[config.mk]
export PLATFORM = sky130hd
export DESIGN_NAME = ico_front
export DESIGN_NICKNAME = d
export VERILOG_FILES = /design/src/rtl/ico_pkg.sv /design/src/rtl/ico_front.sv
export SDC_FILE = /design/constraint.sdc
export NUM_CORES = 2
export LEC_CHECK = 0
export ABC_AREA = 1
export BUFFER_PORTS_ARGS = -buffer_cell sky130_fd_sc_hd__buf_2
export CAP_MARGIN = 20
export CORE_UTILIZATION = 40
export CTS_BUF_LIST = sky130_fd_sc_hd__clkbuf_4
export CTS_CLUSTER_DIAMETER = 50
export DETAILED_ROUTE_END_ITERATION = 16
export HOLD_SLACK_MARGIN = 0.02
export PLACE_DENSITY = 0.57
export SYNTH_ARGS = -nofsm -noshare
export SYNTH_HDL_FRONTEND = slang
export SYNTH_SLANG_ARGS = --single-unit
[constraint.sdc]
create_clock -name clk_i -period 10.9 [get_ports clk_i]
set_clock_uncertainty 0.2 [all_clocks]
set_input_delay 2.18 -clock clk_i [delete_from_list [all_inputs] [get_ports clk_i]]
set_output_delay 2.18 -clock clk_i [all_outputs]
set_load 0.05 [all_outputs]
[src/rtl/ico_pkg.sv]
// ----------------------------------------------------------------------------
// ico_pkg
// shared types, codes and small tables of the icosphere triangle subdivider
// ----------------------------------------------------------------------------
package ico_pkg;

  // nine corner coordinates, entry = corner*3 + axis (a_x is entry 0)
  typedef logic [8:0][15:0] tri_t;

  // job tag: job number within a triangle and zero-sum flag
  typedef struct packed {
    logic [3:0] idx;
    logic       zero;
  } tag_t;

  localparam logic [3:0] LAST_JOB = 4'd8;

  // configuration register indexes
  localparam logic [1:0] REG_RADIUS = 2'd0;
  localparam logic [1:0] REG_SUBDIV = 2'd1;
  localparam logic [1:0] REG_INVERT = 2'd2;

  // vertex ids
  localparam logic [2:0] VID_A   = 3'd0;
  localparam logic [2:0] VID_B   = 3'd1;
  localparam logic [2:0] VID_C   = 3'd2;
  localparam logic [2:0] VID_MAB = 3'd3;
  localparam logic [2:0] VID_MBC = 3'd4;
  localparam logic [2:0] VID_MCA = 3'd5;

  // midpoint served by a job: 0 ab, 1 bc, 2 ca
  function automatic logic [1:0] job_mid(logic [3:0] idx);
    logic [1:0] r;
    case (idx)
      4'd0, 4'd1, 4'd2: r = 2'd0;
      4'd3, 4'd4, 4'd5: r = 2'd1;
      default:          r = 2'd2;
    endcase
    return r;
  endfunction

  // axis served by a job
  function automatic logic [1:0] job_axis(logic [3:0] idx);
    logic [1:0] r;
    case (idx)
      4'd0, 4'd3, 4'd6: r = 2'd0;
      4'd1, 4'd4, 4'd7: r = 2'd1;
      default:          r = 2'd2;
    endcase
    return r;
  endfunction

  // vertex of the subdivided output at triangle t, place p
  function automatic logic [2:0] vsel(logic [1:0] t, logic [1:0] p);
    logic [2:0] r;
    case ({t, p})
      4'b00_00: r = VID_A;
      4'b00_01: r = VID_MAB;
      4'b00_10: r = VID_MCA;
      4'b01_00: r = VID_MAB;
      4'b01_01: r = VID_B;
      4'b01_10: r = VID_MBC;
      4'b10_00: r = VID_MCA;
      4'b10_01: r = VID_MBC;
      4'b10_10: r = VID_C;
      4'b11_00: r = VID_MCA;
      4'b11_01: r = VID_MAB;
      4'b11_10: r = VID_MBC;
      default:  r = VID_A;
    endcase
    return r;
  endfunction

endpackage

[src/rtl/ico_front.sv]
// ----------------------------------------------------------------------------
// ico_front
// holds a triangle, issues nine component jobs, forms sums and squared length
// ----------------------------------------------------------------------------
module ico_front (
  input  logic          clk_i,
  input  logic          rst_ni,
  input  logic          adv_i,
  input  logic          in_valid_i,
  input  ico_pkg::tri_t in_tri_i,
  output logic          in_ready_o,
  output logic          job_valid_o,
  output ico_pkg::tag_t job_tag_o,
  output logic          job_neg_o,
  output logic [32:0]   job_sq_o,
  output logic [33:0]   job_len2_o,
  output ico_pkg::tri_t job_tri_o
);
  import ico_pkg::*;

  logic       hold_v_q;
  tri_t       hold_tri_q;
  logic [3:0] cnt_q;
  logic       take;
  logic       done;

  assign done       = adv_i && hold_v_q && (cnt_q == LAST_JOB);
  assign in_ready_o = !hold_v_q || done;
  assign take       = in_valid_i && in_ready_o;

  always_ff @(posedge clk_i or negedge rst_ni) begin
    if (!rst_ni) begin
      hold_v_q <= 1'b0;
      cnt_q    <= '0;
    end else if (take) begin
      hold_v_q <= 1'b1;
      cnt_q    <= '0;
    end else if (done) begin
      hold_v_q <= 1'b0;
    end else if (adv_i && hold_v_q) begin
      cnt_q <= cnt_q + 4'd1;
    end
  end

  always_ff @(posedge clk_i) begin
    if (take) hold_tri_q <= in_tri_i;
  end

  // stage 1: corner sums of the chosen midpoint
  logic                     s1_v_q;
  logic [3:0]               s1_idx_q;
  logic signed [2:0][16:0]  s1_s_q;
  tri_t                     s1_tri_q;
  logic signed [2:0][16:0]  s_d;
  logic [1:0]               jm, pq;

  always_comb begin
    jm = job_mid(cnt_q);
    pq = (jm == 2'd2) ? 2'd0 : jm + 2'd1;
    for (int a = 0; a < 3; a++) begin
      s_d[a] = 17'(signed'(hold_tri_q[jm * 3 + a])) + 17'(signed'(hold_tri_q[pq * 3 + a]));
    end
  end

  // stage 2: squares and sign of the chosen component
  logic              s2_v_q;
  logic [3:0]        s2_idx_q;
  logic [2:0][32:0]  s2_sq_q;
  logic              s2_neg_q;
  tri_t              s2_tri_q;
  logic [2:0][32:0]  sq_d;
  logic [1:0]        ax1;

  always_comb begin
    logic signed [32:0] sx;
    ax1 = job_axis(s1_idx_q);
    for (int a = 0; a < 3; a++) begin
      // element selects of a packed array are unsigned, so extend the sign here
      sx      = 33'($signed(s1_s_q[a]));
      sq_d[a] = 33'(sx * sx);
    end
  end

  // stage 3: squared length, zero flag and square of the chosen component
  logic        s3_v_q;
  logic [3:0]  s3_idx_q;
  logic        s3_zero_q;
  logic        s3_neg_q;
  logic [32:0] s3_sq_q;
  logic [33:0] s3_len2_q;
  tri_t        s3_tri_q;
  logic [33:0] len2_d;
  logic [1:0]  ax2;

  assign len2_d = 34'(s2_sq_q[0]) + 34'(s2_sq_q[1]) + 34'(s2_sq_q[2]);
  assign ax2    = job_axis(s2_idx_q);

  always_ff @(posedge clk_i or negedge rst_ni) begin
    if (!rst_ni) begin
      s1_v_q <= 1'b0;
      s2_v_q <= 1'b0;
      s3_v_q <= 1'b0;
    end else if (adv_i) begin
      s1_v_q <= hold_v_q;
      s2_v_q <= s1_v_q;
      s3_v_q <= s2_v_q;
    end
  end

  always_ff @(posedge clk_i) begin
    if (adv_i) begin
      s1_idx_q  <= cnt_q;
      s1_s_q    <= s_d;
      s1_tri_q  <= hold_tri_q;
      s2_idx_q  <= s1_idx_q;
      s2_sq_q   <= sq_d;
      s2_neg_q  <= s1_s_q[ax1][16];
      s2_tri_q  <= s1_tri_q;
      s3_idx_q  <= s2_idx_q;
      s3_len2_q <= len2_d;
      s3_zero_q <= (len2_d == '0);
      s3_neg_q  <= s2_neg_q;
      s3_sq_q   <= s2_sq_q[ax2];
      s3_tri_q  <= s2_tri_q;
    end
  end

  assign job_valid_o    = s3_v_q;
  assign job_tag_o.idx  = s3_idx_q;
  assign job_tag_o.zero = s3_zero_q;
  assign job_neg_o      = s3_neg_q;
  assign job_sq_o       = s3_sq_q;
  assign job_len2_o     = s3_len2_q;
  assign job_tri_o      = s3_tri_q;

endmodule

# == Word-level counts from Yosys, hierarchy flattened ==
# Cells that the tools add are included.
# totals
reg_bits,816
out_inout_bits,219
# op_classes
addsub,11
n_mul,5
n_lt_le_gt_ge,8
n_eq_ne,18
muxes,25
n_reduce_logical,18
# op_table
operator,count
binary-select mux 16 bit (select 4 bit),6
multiplier 17 x 17 -> 33 bit,3
two-way mux 16 bit,6
binary-select mux 33 bit (select 2 bit),1
adder 16 x 16 -> 17 bit,3
adder 33 x 33 -> 34 bit,1
adder 34 x 33 -> 34 bit,1
binary-select mux 17 bit (select 2 bit),1
zero test 34 bit,1
two-way mux 33 bit,1
equality test 4 x 3 -> 1 bit (second input constant),8
less-than comparator 5 bit (second input constant),4
OR reduction 3 bit,6
two-way mux 17 bit,1
equality test 4 x 2 -> 1 bit (second input constant),4
equality test 4 x 1 -> 1 bit (second input constant),3
zero test 4 bit,3
two-way mux 4 bit,3
case mux 2 bit (2 select lines),3
adder 4 x 1 -> 5 bit (second input constant),2
adder 4 x 2 -> 5 bit (second input constant),2
less-than comparator 4 x 5 -> 1 bit (second input constant),2
multiplier 2 x 2 -> 4 bit (second input constant),2
less-than comparator 2 x 3 -> 1 bit (second input constant),2
other kinds (12),16

# == Depth between registers and ports, before layout ==
# logic_depth
ltp_word,10
ltp_mapped,28
mapped_depth_nobuf,26

# == Worst setup path after synthesis ==
# Ideal clock, no wire load.
# synth_timing
path_type,input port to flip-flop
from,input port adv_i
to,register cnt_q[2]
setup_time_ns,0.410
t_arrival_ns,8.956
required_ns,10.290
path_slack_ns,1.334
stages,4
path_buffers,1
cell_sequence,buf_2 a31oi_1 nor2_1 o31ai_1
# synth_via
elab_chain_len,6
# synth_lines
element,line_no,text
start: declaration,ico_front.sv:8,"input logic adv_i,"
logical AND 1 bit * (2 in a row),ico_front.sv:27,assign done = adv_i && hold_v_q && (cnt_q == LAST_JOB);
logical OR 1 bit *,ico_front.sv:28,assign in_ready_o = !hold_v_q || done;
logical AND 1 bit *,ico_front.sv:29,assign take = in_valid_i && in_ready_o;
net take,ico_front.sv:24,logic take;
inequality test 2 bit (no source line) or nonzero test 2 bit (tied branches),-,
AND reduction 2 bit (no source line),-,
end signal: assignment,ico_front.sv:41,cnt_q <= cnt_q + 4'd1;
end: declaration,ico_front.sv:23,logic [3:0] cnt_q;
# The timed path passes the listed nets; every way through them passes the cells marked *.
# A chain may end at the register's enable or synchronous reset.

==> results.md <==
* Outcome: finished, final reports clean
* Critical path class: reg2reg
* Gr ovfl total at 0
* Slew at the pin closest to its max-slew limit at 1090 ps
* Mapped Area at 61,900 um2
* Req. time, crit path at 11,650 ps
* Startpoint Class: flop
* Post-route DRC at 0
* Number of global-route vias before repair at 42,828
* Post-synthesis sequential area ratio at 39.4%
* R2r endpoint: s2_sq_q[30]
* Yosys reg bits at 813
* Hpwl dp at 127,000 um
* CTS tree: built
* Worst-path clk slew at 60 ps
* # clock sinks at 813
* Final setup fails at 0
* Tmin final at 6850 ps
* Hold violation count in the final report at 0
* Min-delay worst type: reg2reg
* Area grow syn2layout at 10.9%
* CTS Buf Count at 209
* Slew Limit Fails at 0
* Crit path arrival time at 7600 ps
* Cells after synthesis at 5,774
* Cts repair resizes at 0
* First-pass GRT wire length at 247,000 um
* DRT iter0 DRCs at 2,565
* Post-synth top cells: 1,461 x inv_1, 994 x nand2_1, 821 x fa_1, 805 x edfxtp_1, 341 x ha_1
* Number of routed nets with antenna violations at 0
* RSZ-0062 raised after global routing: no
* Most common cell in the netlist: inv_1
* Starting Density at 40.5%
* Postcts setup bufs at 0
* Latest clock arrival within the worst-skew pair at 1250 ps
* Crit. End Element: flop
* Die height at 395 um
* Post-route clock period utilization at 62.8%
* Root Driver: clkbuf_4
* Pin count of the biggest net entering global routing at 134
* F_max at 146 MHz
* Die area at 156,000 um2
* I/O pins at 367
* Synth cell types at 62
* Reg2Reg Depth at 24
* Cts-stage hold buffer count at 0
* Ys Warns at 0
* Min-delay src: s2_tri_q[107]
* Setup TNS at 0 ps
* CORE AREA at 153,000 um2
* R2r startpoint: s1_s_q[3]
* Port Buffer Count at 366
* Area leader, netlist: edfxtp_1
* Routability cong. at 0.898
* Post-synth ARST share at 0.984%
* Top cell type's share of synthesized area at 39.1%
* Worst Hold End: job_tri_o[107]
* Chip width at 395 um
* Row count at 143
* Avg WL per Cell at 18.9 um
* Pre-antenna DRT Iters at 5
* Synth top area cells: edfxtp_1 39%, fa_1 27%, inv_1 8.9%, ha_1 6.9%, nand2_1 6.0%
* Peak fanout along the critical path at 19
* Total global-route track usage at 21.0%
* Layout Nets at 7,539
* Total Wirelength at 159,000 um
* Number of synthesized flops with an enable pin at 805
* R2R Setup Slk at 4050 ps
* Vias per cell at 4.80
* Clock Tree Buf Depth at 3
* H-Tree Depth at 4
* DR vias at 40,434
* Initial antenna violation count at 31
* Primary FF master, synth: edfxtp_1
* Worst rel slew slack at 27.5%
* Layout cells sized above 1 at 12.5%
* Hold path depth at 0
* Syn avg cell area at 10.7 um2
* Max-cap viol count at 0
per-layer routing:
metal	GRT usage, %	share of wire, %	wire length [um]	vias up
met5	0	0.067	106	-
met4	6.22	2.7	4330	14
li1	-	-	-	18877
met1	27.6	44	69500	20121
met3	4.29	6.1	9650	237
met2	34.8	48	75800	1185
worst max-delay path, stage by stage (launching register included):
cell and delay [ps]:
edfxtp_1 740, nand2_1 270, inv_1 80, fa_1 700, inv_1 110, fa_1 530, inv_1 310, fa_1 510
fa_1 500, fa_1 490, inv_1 50, fa_1 470, inv_1 40, ha_1 410, nand2_1 110, nor2_1 110
inv_1 60, nor3_1 230, o21ai_0 160, nand3_1 170, nand2_1 70, nand2_1 100, nand2_1 60, nand2_1 70
xor2_1 60
layout make-up:
type	instances	area [um2]
sequential	813	24400
antenna	14	35.0
inverter	1469	5520
multi-input combinational	3343	31400
clock buffer	287	2150
fill	14568	84200
clock inverter	73	532
tap	2030	2540
timing repair buffer	393	2060
cell usage in the layout, fill, tap and decap left out, types with 86 or more instances in the layout:
master | Yosys | routed
nand3_1 | 86 | 86
a21oi_1 | 176 | 176
clkbuf_4 | 0 | 287
buf_2 | 14 | 365
ha_1 | 341 | 341
nor2_1 | 295 | 294
edfxtp_1 | 805 | 805
xor2_1 | 120 | 120
nand2_1 | 994 | 993
inv_1 | 1461 | 1461
fa_1 | 821 | 821
state kept, by name, summed over array words and instances, names as in the netlist, 33 cells and up:
| signal | count |
|---|---|
| hold_tri_q | 144 |
| s2_tri_q | 144 |
| s2_sq_q | 96 |
| s1_s_q | 51 |
| job_len2_o | 34 |
| job_sq_o | 33 |
| job_tri_o | 144 |
| s1_tri_q | 144 |
cells by family (layout without fill, tap and decap cells):
| family | Yosys count | in the layout | synth area share (%) |
|---|---|---|---|
| xor+xnor | 191 | 191 | 2.72 |
| flops | 813 | 813 | 39.4 |
| compound gates | 480 | 480 | 4.62 |
| simple gates | 1505 | 1505 | 9.93 |
| mux | 1 | 1 | 0.0182 |
| fa+ha+maj | 1162 | 1162 | 33.5 |
| buf+inv | 1621 | 2222 | 9.87 |
| other cells | 1 | 18 | 0.00606 |
how the worst max path moves through the flow:
stage | start | endpoint
after global placement | s1_s_q[3] | s2_sq_q[30]
final | s1_s_q[3] | s2_sq_q[30]
after CTS | s1_s_q[3] | s2_sq_q[30]
after detailed placement | s1_s_q[16] | s2_sq_q[30]
after global routing | s1_s_q[16] | s2_sq_q[30]
after floorplan | adv_i | cnt_q[2]
per-stage QoR:
stage	utilization [%]	instance area [um2]	instances	setup slack [ps]	hold WS [ps]
after floorplan	-	61900	5777	1330	200
after global placement	43.1	65900	8048	4180	200
after detailed placement	43.1	65900	8048	4090	205
after CTS	44.9	68600	8408	4080	151
after global routing	44.9	68600	8417	3640	151
final	44.9	68600	8422	4050	161
Power is left out: the tool's default activity adds up to more than one toggle a clock period on the data nets, which glitch-free logic cannot reach.
