<file path="config.mk">
export PLATFORM = sky130hd
export DESIGN_NAME = ico_emit
export DESIGN_NICKNAME = d
export VERILOG_FILES = /design/src/rtl/ico_pkg.sv /design/src/rtl/ico_emit.sv
export SDC_FILE = /design/constraint.sdc
export NUM_CORES = 2
export LEC_CHECK = 0
export BUFFER_PORTS_ARGS = -buffer_cell sky130_fd_sc_hd__buf_2
export CAP_MARGIN = 25
export CELL_PAD_IN_SITES_DETAIL_PLACEMENT = 1
export CELL_PAD_IN_SITES_GLOBAL_PLACEMENT = 1
export CORE_UTILIZATION = 50
export CTS_BUF_LIST = sky130_fd_sc_hd__clkbuf_4
export DETAILED_ROUTE_END_ITERATION = 7
export GPL_TIMING_DRIVEN = 1
export PLACE_DENSITY_LB_ADDON = 0.1
export SYNTH_ARGS = -nofsm -noshare
export SYNTH_HDL_FRONTEND = slang
export SYNTH_SLANG_ARGS = --single-unit
</file>
<file path="constraint.sdc">
create_clock -name clk_i -period 18.75 [get_ports clk_i]
set_clock_uncertainty 0.05 [all_clocks]
set_input_delay 0 -clock clk_i [delete_from_list [all_inputs] [get_ports clk_i]]
set_output_delay 0 -clock clk_i [all_outputs]
set_load 0.03 [all_outputs]
</file>
<file path="src/rtl/ico_pkg.sv">
// ----------------------------------------------------------------------------
// ico_pkg
// shared types, codes and small tables of the icosphere triangle subdivider
// ----------------------------------------------------------------------------
package ico_pkg;

  // nine corner coordinates, entry = corner*3 + axis (a_x is entry 0)
  typedef logic [8:0][15:0] tri_t;

  // job tag: job number within a triangle and zero-sum flag
  typedef struct packed {
    logic [3:0] idx;
    logic       zero;
  } tag_t;

  localparam logic [3:0] LAST_JOB = 4'd8;

  // configuration register indexes
  localparam logic [1:0] REG_RADIUS = 2'd0;
  localparam logic [1:0] REG_SUBDIV = 2'd1;
  localparam logic [1:0] REG_INVERT = 2'd2;

  // vertex ids
  localparam logic [2:0] VID_A   = 3'd0;
  localparam logic [2:0] VID_B   = 3'd1;
  localparam logic [2:0] VID_C   = 3'd2;
  localparam logic [2:0] VID_MAB = 3'd3;
  localparam logic [2:0] VID_MBC = 3'd4;
  localparam logic [2:0] VID_MCA = 3'd5;

  // midpoint served by a job: 0 ab, 1 bc, 2 ca
  function automatic logic [1:0] job_mid(logic [3:0] idx);
    logic [1:0] r;
    case (idx)
      4'd0, 4'd1, 4'd2: r = 2'd0;
      4'd3, 4'd4, 4'd5: r = 2'd1;
      default:          r = 2'd2;
    endcase
    return r;
  endfunction

  // axis served by a job
  function automatic logic [1:0] job_axis(logic [3:0] idx);
    logic [1:0] r;
    case (idx)
      4'd0, 4'd3, 4'd6: r = 2'd0;
      4'd1, 4'd4, 4'd7: r = 2'd1;
      default:          r = 2'd2;
    endcase
    return r;
  endfunction

  // vertex of the subdivided output at triangle t, place p
  function automatic logic [2:0] vsel(logic [1:0] t, logic [1:0] p);
    logic [2:0] r;
    case ({t, p})
      4'b00_00: r = VID_A;
      4'b00_01: r = VID_MAB;
      4'b00_10: r = VID_MCA;
      4'b01_00: r = VID_MAB;
      4'b01_01: r = VID_B;
      4'b01_10: r = VID_MBC;
      4'b10_00: r = VID_MCA;
      4'b10_01: r = VID_MBC;
      4'b10_10: r = VID_C;
      4'b11_00: r = VID_MCA;
      4'b11_01: r = VID_MAB;
      4'b11_10: r = VID_MBC;
      default:  r = VID_A;
    endcase
    return r;
  endfunction

endpackage

</file>
<file path="src/rtl/ico_emit.sv">
// ----------------------------------------------------------------------------
// ico_emit
// gathers nine midpoint components, emits vertices one word at a time
// ----------------------------------------------------------------------------
module ico_emit #(
  parameter int FRAC_BITS = 14
) (
  input  logic                        clk_i,
  input  logic                        rst_ni,
  input  logic                        in_valid_i,
  input  ico_pkg::tag_t               in_tag_i,
  input  logic signed [FRAC_BITS+1:0] in_comp_i,
  input  ico_pkg::tri_t               in_tri_i,
  output logic                        adv_o,
  input  logic [15:0]                 radius_i,
  input  logic                        subdiv_i,
  input  logic                        invert_i,
  output logic                        out_valid_o,
  input  logic                        out_ready_i,
  output logic [135:0]                out_data_o,
  output logic                        out_last_o
);
  import ico_pkg::*;

  localparam int MW = FRAC_BITS + 2;
  localparam int VW = (MW > 16) ? MW : 16;
  localparam int PW = VW + 17;

  logic signed [MW-1:0] mid_q  [9];
  logic signed [MW-1:0] emid_q [9];
  tri_t                 ecor_q;
  logic                 busy_q;
  logic [1:0]           tri_q, pos_q;
  logic                 ovalid_q, olast_q;
  logic [135:0]         odata_q;

  logic oload, step, fin, can_load, load;

  assign oload    = !ovalid_q || out_ready_i;
  assign step     = busy_q && oload;
  assign fin      = (pos_q == 2'd2) && (tri_q == 2'd3 || !subdiv_i);
  assign can_load = !busy_q || (step && fin);
  assign adv_o    = !(in_valid_i && in_tag_i.idx == LAST_JOB && !can_load);
  assign load     = in_valid_i && in_tag_i.idx == LAST_JOB && can_load;

  always_ff @(posedge clk_i) begin
    if (adv_o && in_valid_i) mid_q[in_tag_i.idx] <= in_comp_i;
    if (load) begin
      ecor_q <= in_tri_i;
      for (int i = 0; i < 8; i++) emid_q[i] <= mid_q[i];
      emid_q[8] <= in_comp_i;
    end
  end

  always_ff @(posedge clk_i or negedge rst_ni) begin
    if (!rst_ni) begin
      busy_q <= 1'b0;
      tri_q  <= '0;
      pos_q  <= '0;
    end else if (load) begin
      busy_q <= 1'b1;
      tri_q  <= '0;
      pos_q  <= '0;
    end else if (step && fin) begin
      busy_q <= 1'b0;
    end else if (step) begin
      if (pos_q == 2'd2) begin
        pos_q <= '0;
        tri_q <= tri_q + 2'd1;
      end else begin
        pos_q <= pos_q + 2'd1;
      end
    end
  end

  // vertex pick
  logic [1:0]           epos;
  logic [2:0]           vid;
  logic signed [VW-1:0] vx [3];

  always_comb begin
    case (pos_q)
      2'd1:    epos = invert_i ? 2'd2 : 2'd1;
      2'd2:    epos = invert_i ? 2'd1 : 2'd2;
      default: epos = 2'd0;
    endcase
    vid = subdiv_i ? vsel(tri_q, epos) : {1'b0, epos};
    for (int a = 0; a < 3; a++) begin
      case (vid)
        VID_A:   vx[a] = VW'(signed'(ecor_q[a]));
        VID_B:   vx[a] = VW'(signed'(ecor_q[3 + a]));
        VID_C:   vx[a] = VW'(signed'(ecor_q[6 + a]));
        VID_MAB: vx[a] = VW'(emid_q[a]);
        VID_MBC: vx[a] = VW'(emid_q[3 + a]);
        VID_MCA: vx[a] = VW'(emid_q[6 + a]);
        default: vx[a] = '0;
      endcase
    end
  end

  // scale, negate, clamp; texture coordinate from the y component
  localparam logic signed [VW:0]   NMAX = (VW+1)'(32767);
  localparam logic signed [VW:0]   NMIN = -(VW+1)'(32768);
  localparam logic signed [VW+1:0] TMAX = (VW+2)'(32767);
  localparam logic [PW-1:0]        PMAX = PW'(8388607);

  logic [2:0][23:0] pos_d;
  logic [2:0][15:0] nrm_d;
  logic [14:0]      tex_d;

  always_comb begin
    logic              ng;
    logic [VW-1:0]     mag;
    logic [PW-1:0]     pr;
    logic signed [VW:0]   nv;
    logic signed [VW+1:0] tv;
    for (int a = 0; a < 3; a++) begin
      ng  = vx[a][VW-1];
      mag = ng ? VW'(-vx[a]) : VW'(vx[a]);
      pr  = (PW'(mag) * PW'(radius_i) + PW'(128)) >> 8;
      if (!ng) pos_d[a] = (pr > PMAX) ? 24'h7fffff : pr[23:0];
      else     pos_d[a] = (pr > PMAX + PW'(1)) ? 24'h800000 : 24'(-pr);
      nv = invert_i ? -(VW+1)'(vx[a]) : (VW+1)'(vx[a]);
      if (nv > NMAX)      nrm_d[a] = 16'h7fff;
      else if (nv < NMIN) nrm_d[a] = 16'h8000;
      else                nrm_d[a] = nv[15:0];
    end
    tv = ((VW+2)'(vx[1]) + ((VW+2)'(1) <<< FRAC_BITS) + (VW+2)'(1)) >>> 1;
    if (tv < 0)         tex_d = '0;
    else if (tv > TMAX) tex_d = 15'h7fff;
    else                tex_d = tv[14:0];
  end

  always_ff @(posedge clk_i or negedge rst_ni) begin
    if (!rst_ni) begin
      ovalid_q <= 1'b0;
    end else if (oload) begin
      ovalid_q <= step;
    end
  end

  always_ff @(posedge clk_i) begin
    if (oload && step) begin
      odata_q <= {1'b0, tex_d, nrm_d[2], nrm_d[1], nrm_d[0], pos_d[2], pos_d[1], pos_d[0]};
      olast_q <= fin;
    end
  end

  assign out_valid_o = ovalid_q;
  assign out_data_o  = odata_q;
  assign out_last_o  = olast_q;

endmodule

</file>
Word-level counts from Yosys, hierarchy flattened
Memory sizes are Yosys's and may differ from the RTL's.
Cells that the tools add are included.
Word-level totals
  memory bits (read-only): 48
  output and inout port bits: 139
  memory bits (writable): 288
  register bits after elaboration: 286
  memories: 3
  logic and storage cells: 127
Operators by class
  multiplexer cells: 40
  add/sub/neg operators: 16
  multipliers: 3
  reduce and logical (&&, ||, !) cells: 22
  equal/unequal tests: 10
  order comparisons: 14
Memory list
  emid_q: depth 9, width 16, rd ports 9, clocked after Yosys merged registers in 0, wr ports 9, RTL line ico_emit.sv:30  | logic signed [MW-1:0] emid_q [9];
  mid_q: depth 9, width 16, rd ports 8, clocked after Yosys merged registers in 0, wr ports 1, RTL line ico_emit.sv:29  | logic signed [MW-1:0] mid_q [9];
  (no name shown): depth 16, width 3, rd ports 1, clocked after Yosys merged registers in 0, wr ports 0, RTL line ico_pkg.sv:56  | case ({t, p})
Operators with widths (number)
  16-bit one-hot mux with 6 select lines: 3
  24-bit two-way mux: 9
  32-bit by 8-bit adder with 33-bit output (second input constant): 3
  16-bit by 16-bit multiplier with 32-bit output: 3
  16-bit two-way mux: 6
  25-bit by 23-bit > comparator with 1-bit output (second input constant): 3
  25-bit by 24-bit > comparator with 1-bit output (second input constant): 3
  24-bit negator: 3
  17-bit by 16-bit > comparator with 1-bit output (second input constant): 4
  17-bit by 16-bit less-than comparator with 1-bit output (second input constant): 3
  17-bit two-way mux: 3
  16-bit negator with 17-bit output: 3
  16-bit negator: 3
  2-bit two-way mux: 10
  17-bit by 2-bit adder with 18-bit output (second input constant): 1
  16-bit by 16-bit adder with 17-bit output (second input constant): 1
  17-bit by 1-bit less-than comparator with 1-bit output (second input constant): 1
  15-bit two-way mux: 1
  1-bit logical AND: 8
  3-bit by 2-bit == test with 1-bit output (second input constant): 2
  3-bit == test (second input constant): 2
  1-bit two-way mux: 6
  2-bit nonzero test: 3
  1-bit logical NOT: 5
  12 further kinds: 16

Depth between registers and ports, before layout
An unclocked memory read counts as a cell.
  word-level depth: 13
  depth in mapped cells: 53
  mapped depth without buffers: 45

Worst setup path before layout
Ideal clock, no wire load.
  kind: register -> register
  start point: register pos_q[0]
  end point: register ecor_q[0] in the netlist's numbering, enable pin
  path slack: 4190 ps
  setup time: 974 ps
  arrival: 13535 ps
  buffers on the path: 1
  stages on the path, launching flop included: 6
  clock period less this slack: 14560 ps
  path through: dfrtp_1 -> buf_2 -> nand2b_1 -> a21oi_1 -> a21boi_0 -> nor2b_1
On the way
  word-level cells in the longest chain between the ends: 5
RTL lines
  from (decl): RTL line ico_emit.sv:33  | logic [1:0] tri_q, pos_q;
  from (signal assigned): RTL line ico_emit.sv:71  | pos_q <= pos_q + 2'd1;
  2-bit == test: RTL line ico_emit.sv:41  | assign fin = (pos_q == 2'd2) && (tri_q == 2'd3 || !subdiv_i);
  1-bit logical AND: RTL line ico_emit.sv:41
  named net fin: RTL line ico_emit.sv:37  | logic oload, step, fin, can_load, load;
  1-bit logical AND: RTL line ico_emit.sv:42  | assign can_load = !busy_q || (step && fin);
  1-bit logical OR: RTL line ico_emit.sv:42
  1-bit logical AND: RTL line ico_emit.sv:44  | assign load = in_valid_i && in_tag_i.idx == LAST_JOB && can_load;
  named net load: RTL line ico_emit.sv:37
  to (signal assigned): RTL line ico_emit.sv:49  | ecor_q <= in_tri_i;
  to (decl): RTL line ico_emit.sv:31  | tri_t ecor_q;
The timed path passes the listed nets, and every way through them passes these cells.
A chain may end at the register's enable or synchronous reset.

==> flow_summary.ini <==
[outcome]
result_of_the_run = finished with violations
failed_checks = negative hold slack

[global_route]
grt_usage_pct = 35.5
initial_antenna_violation_count = 10
number_of_global_route_vias_before_repair = 47612
grt_start_max_net_pins = 182
global_route_wire_length_before_repair_mm = 289
grt_overflow_total = 0

[setup_path]
worstSetupPathType = reg2reg
cp_num_buf_inv = 7
worst-endpoint-arrival_ps = 16270
critPathRequiredTime_ps = 19470
rr_endpoint = out_data_o[32]
crit_path_end_kind = flip-flop
worstReg2RegStart = pos_q[1]
cp_top_delay_family = simple AND/OR/NAND/NOR gates
cpMaxStageDelayCell = sky130_fd_sc_hd__a2111oi_1
reg2reg_depth = 44
r2r_setup_slack_ps = 3200
worstSetupPathDepth = 44
crit_path_max_incr_delay_ps = 850
crit_path_start_kind = flip-flop
timing.critical_path.mode_cell = sky130_fd_sc_hd__fa_1
cp_max_fo = 30

[synthesis]
netlist_area_sq_um = 52500
synth_enable_flop_cells = 552
yosysWarningCount = 0
seq_area_frac_synth_pct = 31.8
synth.ff_latch_count = 558
asyncSetResetFlopFracSynth_pct = 1.08
netlist_instances = 5174
synth_flop_cell = sky130_fd_sc_hd__edfxtp_1
synth_cell_type_count = 101
synth.net_count = 6311
syn_area_per_cell_sq_um = 10.2

[worst_hold_path]
worst_hold_path.num_cells = 3
path_class_of_the_lowest_slack_min_delay_path = in2reg
hp-start = invert_i
holdPathEnd = out_data_o[91]

[timing]
period_needed_ps = 15550
slew_viol_final = 0
slew-limit-headroom_pct = 11.0
fin_worst_hold_slack_ps = -0.474
finalSetupViolations = 0
setup_repair_after_global_routing_missed_its_margin = no
max_slew.worst_pin.slew_ps = 1330
hold_viol_final = 1
setup_tns_ps = 0
timing.final.crit_share_pct = 82.9
max_freq_mhz = 64.3

[die]
floorplan.die_area_sq_um = 106000
starting_utilization_of_the_core_area_pct = 50.6
std_cell_rows = 118
die_w_microns = 326
chipHeight_microns = 326
io_pins = 326
design.core.area_sq_um = 104000

[cts]
h-tree-depth = 4
clk_path_buf_depth = 3
cts_setup_buffers = 0
insertion_delay_ps = 1160
tritoncts_clock_tree = yes
clock-sinks = 558
cts.root.buffer_cell = sky130_fd_sc_hd__clkbuf_4
cts_resized = 0
ctsHoldBuffers = 339
cts_buffers = 147
clkTransAtPathRegs_ps = 80

[route]
route.detailed.drc = 0
wire_per_inst_microns = 26.8
drt_iter0_drc = 4716
totalWireLength_mm = 196
vias_per_cell = 6.06
detail-route-antenna-nets = 0
route.vias.total = 44258
firstDrtPassIters = 8

[final_layout]
layout-drive-gt1-share_pct = 12.9
number_of_filler_instances_in_the_final_layout = 11297
post-route-cell-area_sq_um = 61100
area_growth_syn_to_layout_pct = 16.4
mostFrequentLayoutCell = sky130_fd_sc_hd__inv_1
final_cell_mix = sky130_fd_sc_hd__inv_1, sky130_fd_sc_hd__nand2_1, sky130_fd_sc_hd__fa_1
final_nets = 6950

[placement]
routabilityCongestion = 0.913
buffer_ports.inserted = 323
placed_cell_area_sq_um = 55800
hpwl_mm = 118

[flow_run]
max-cap-violations = 0
-- worst max-delay path by stage --
stage               startpoint  slack [ps]        endpoint
floorplan             pos_q[0]        4190       ecor_q[0]
global placement      pos_q[1]        4750  out_data_o[10]
detailed placement    pos_q[1]        4510  out_data_o[10]
CTS                   pos_q[1]        4510  out_data_o[16]
global route          pos_q[1]        2810  out_data_o[32]
finish                pos_q[1]        3200  out_data_o[32]
-- cells in the mapped netlist (all sizes together) (63+ instances only) --
cell    instances  share of area (%)
a21o           88                1.3
a21oi         155                1.5
and2          445                5.3
clkbuf        246                1.8
edfxtp        552                 32
fa            585                 22
ha            365                8.7
inv           787                5.6
nand2         618                4.4
nand3          85               0.81
nor2          191                1.4
nor3           67               0.66
o21ai         104                1.0
xnor2          80                1.3
xor2           63                1.1
-- stage by stage --
stage | hold slack, ps | cells | setup WS, ps | util (%)
floorplan | -346 | 5174 | 4190 | -
global placement | -216 | 6700 | 4750 | 53.8
detailed placement | -216 | 6701 | 4510 | 53.8
CTS | 8.32 | 7294 | 4510 | 58.8
global route | -2.17 | 7301 | 2810 | 58.9
finish | -0.474 | 7305 | 3200 | 58.9
-- cell type report --
cell class | instances | area (sq um) | share of cell area, %
flip-flops and latches | 558 | 16700 | 27.4
multi-input cells | 3547 | 32000 | 52.3
clock inverters | 42 | 234 | 0.383
inverters | 789 | 2970 | 4.85
clock buffers | 212 | 1590 | 2.60
repair buffers | 770 | 5880 | 9.62
well taps | 1380 | 1730 | 2.82
diodes | 7 | 17.5 | 0.0287
-- cells by family after synthesis --
group / Yosys count / share of synthesized area [%]
simple gates: 1659 / 15.9
buf+inv: 1069 / 7.76
fa+ha+maj: 955 / 31.1
compound gates: 732 / 9.91
flops: 558 / 31.8
xor+xnor: 143 / 2.38
mux: 57 / 1.13
other cells: 1 / 0.00714
-- worst reg2reg max path: cells and delay by family (launching register included) --
kind / cells / cell delay, ps
AOI/OAI and AO/OA: 12 / 3750
buffers and inverters: 7 / 1390
xor gates and xnor gates: 1 / 770
DFF: 1 / 630
adders and majority gates: 8 / 3730
and+or+nand+nor: 16 / 4980
-- registers in the layout (all words and copies together), names as in the netlist --
register     flops
out_valid_o      1
out_last_o       1
ecor_q         144
pos_q            2
out_data_o     135
mid_q          128
tri_q            2
busy_q           1
emid_q         144
-- per-layer routing --
layer	GRT usage, %	vias up	share of wire, %
li1	-	18604	-
met1	43.3	22445	37
met2	59.7	2467	48
met3	6.88	734	8.6
met4	18.4	8	6.2
met5	0	-	0.026
Power is left out: the tool's default activity adds up to more than one toggle a clock period on the data nets, which glitch-free logic cannot reach.
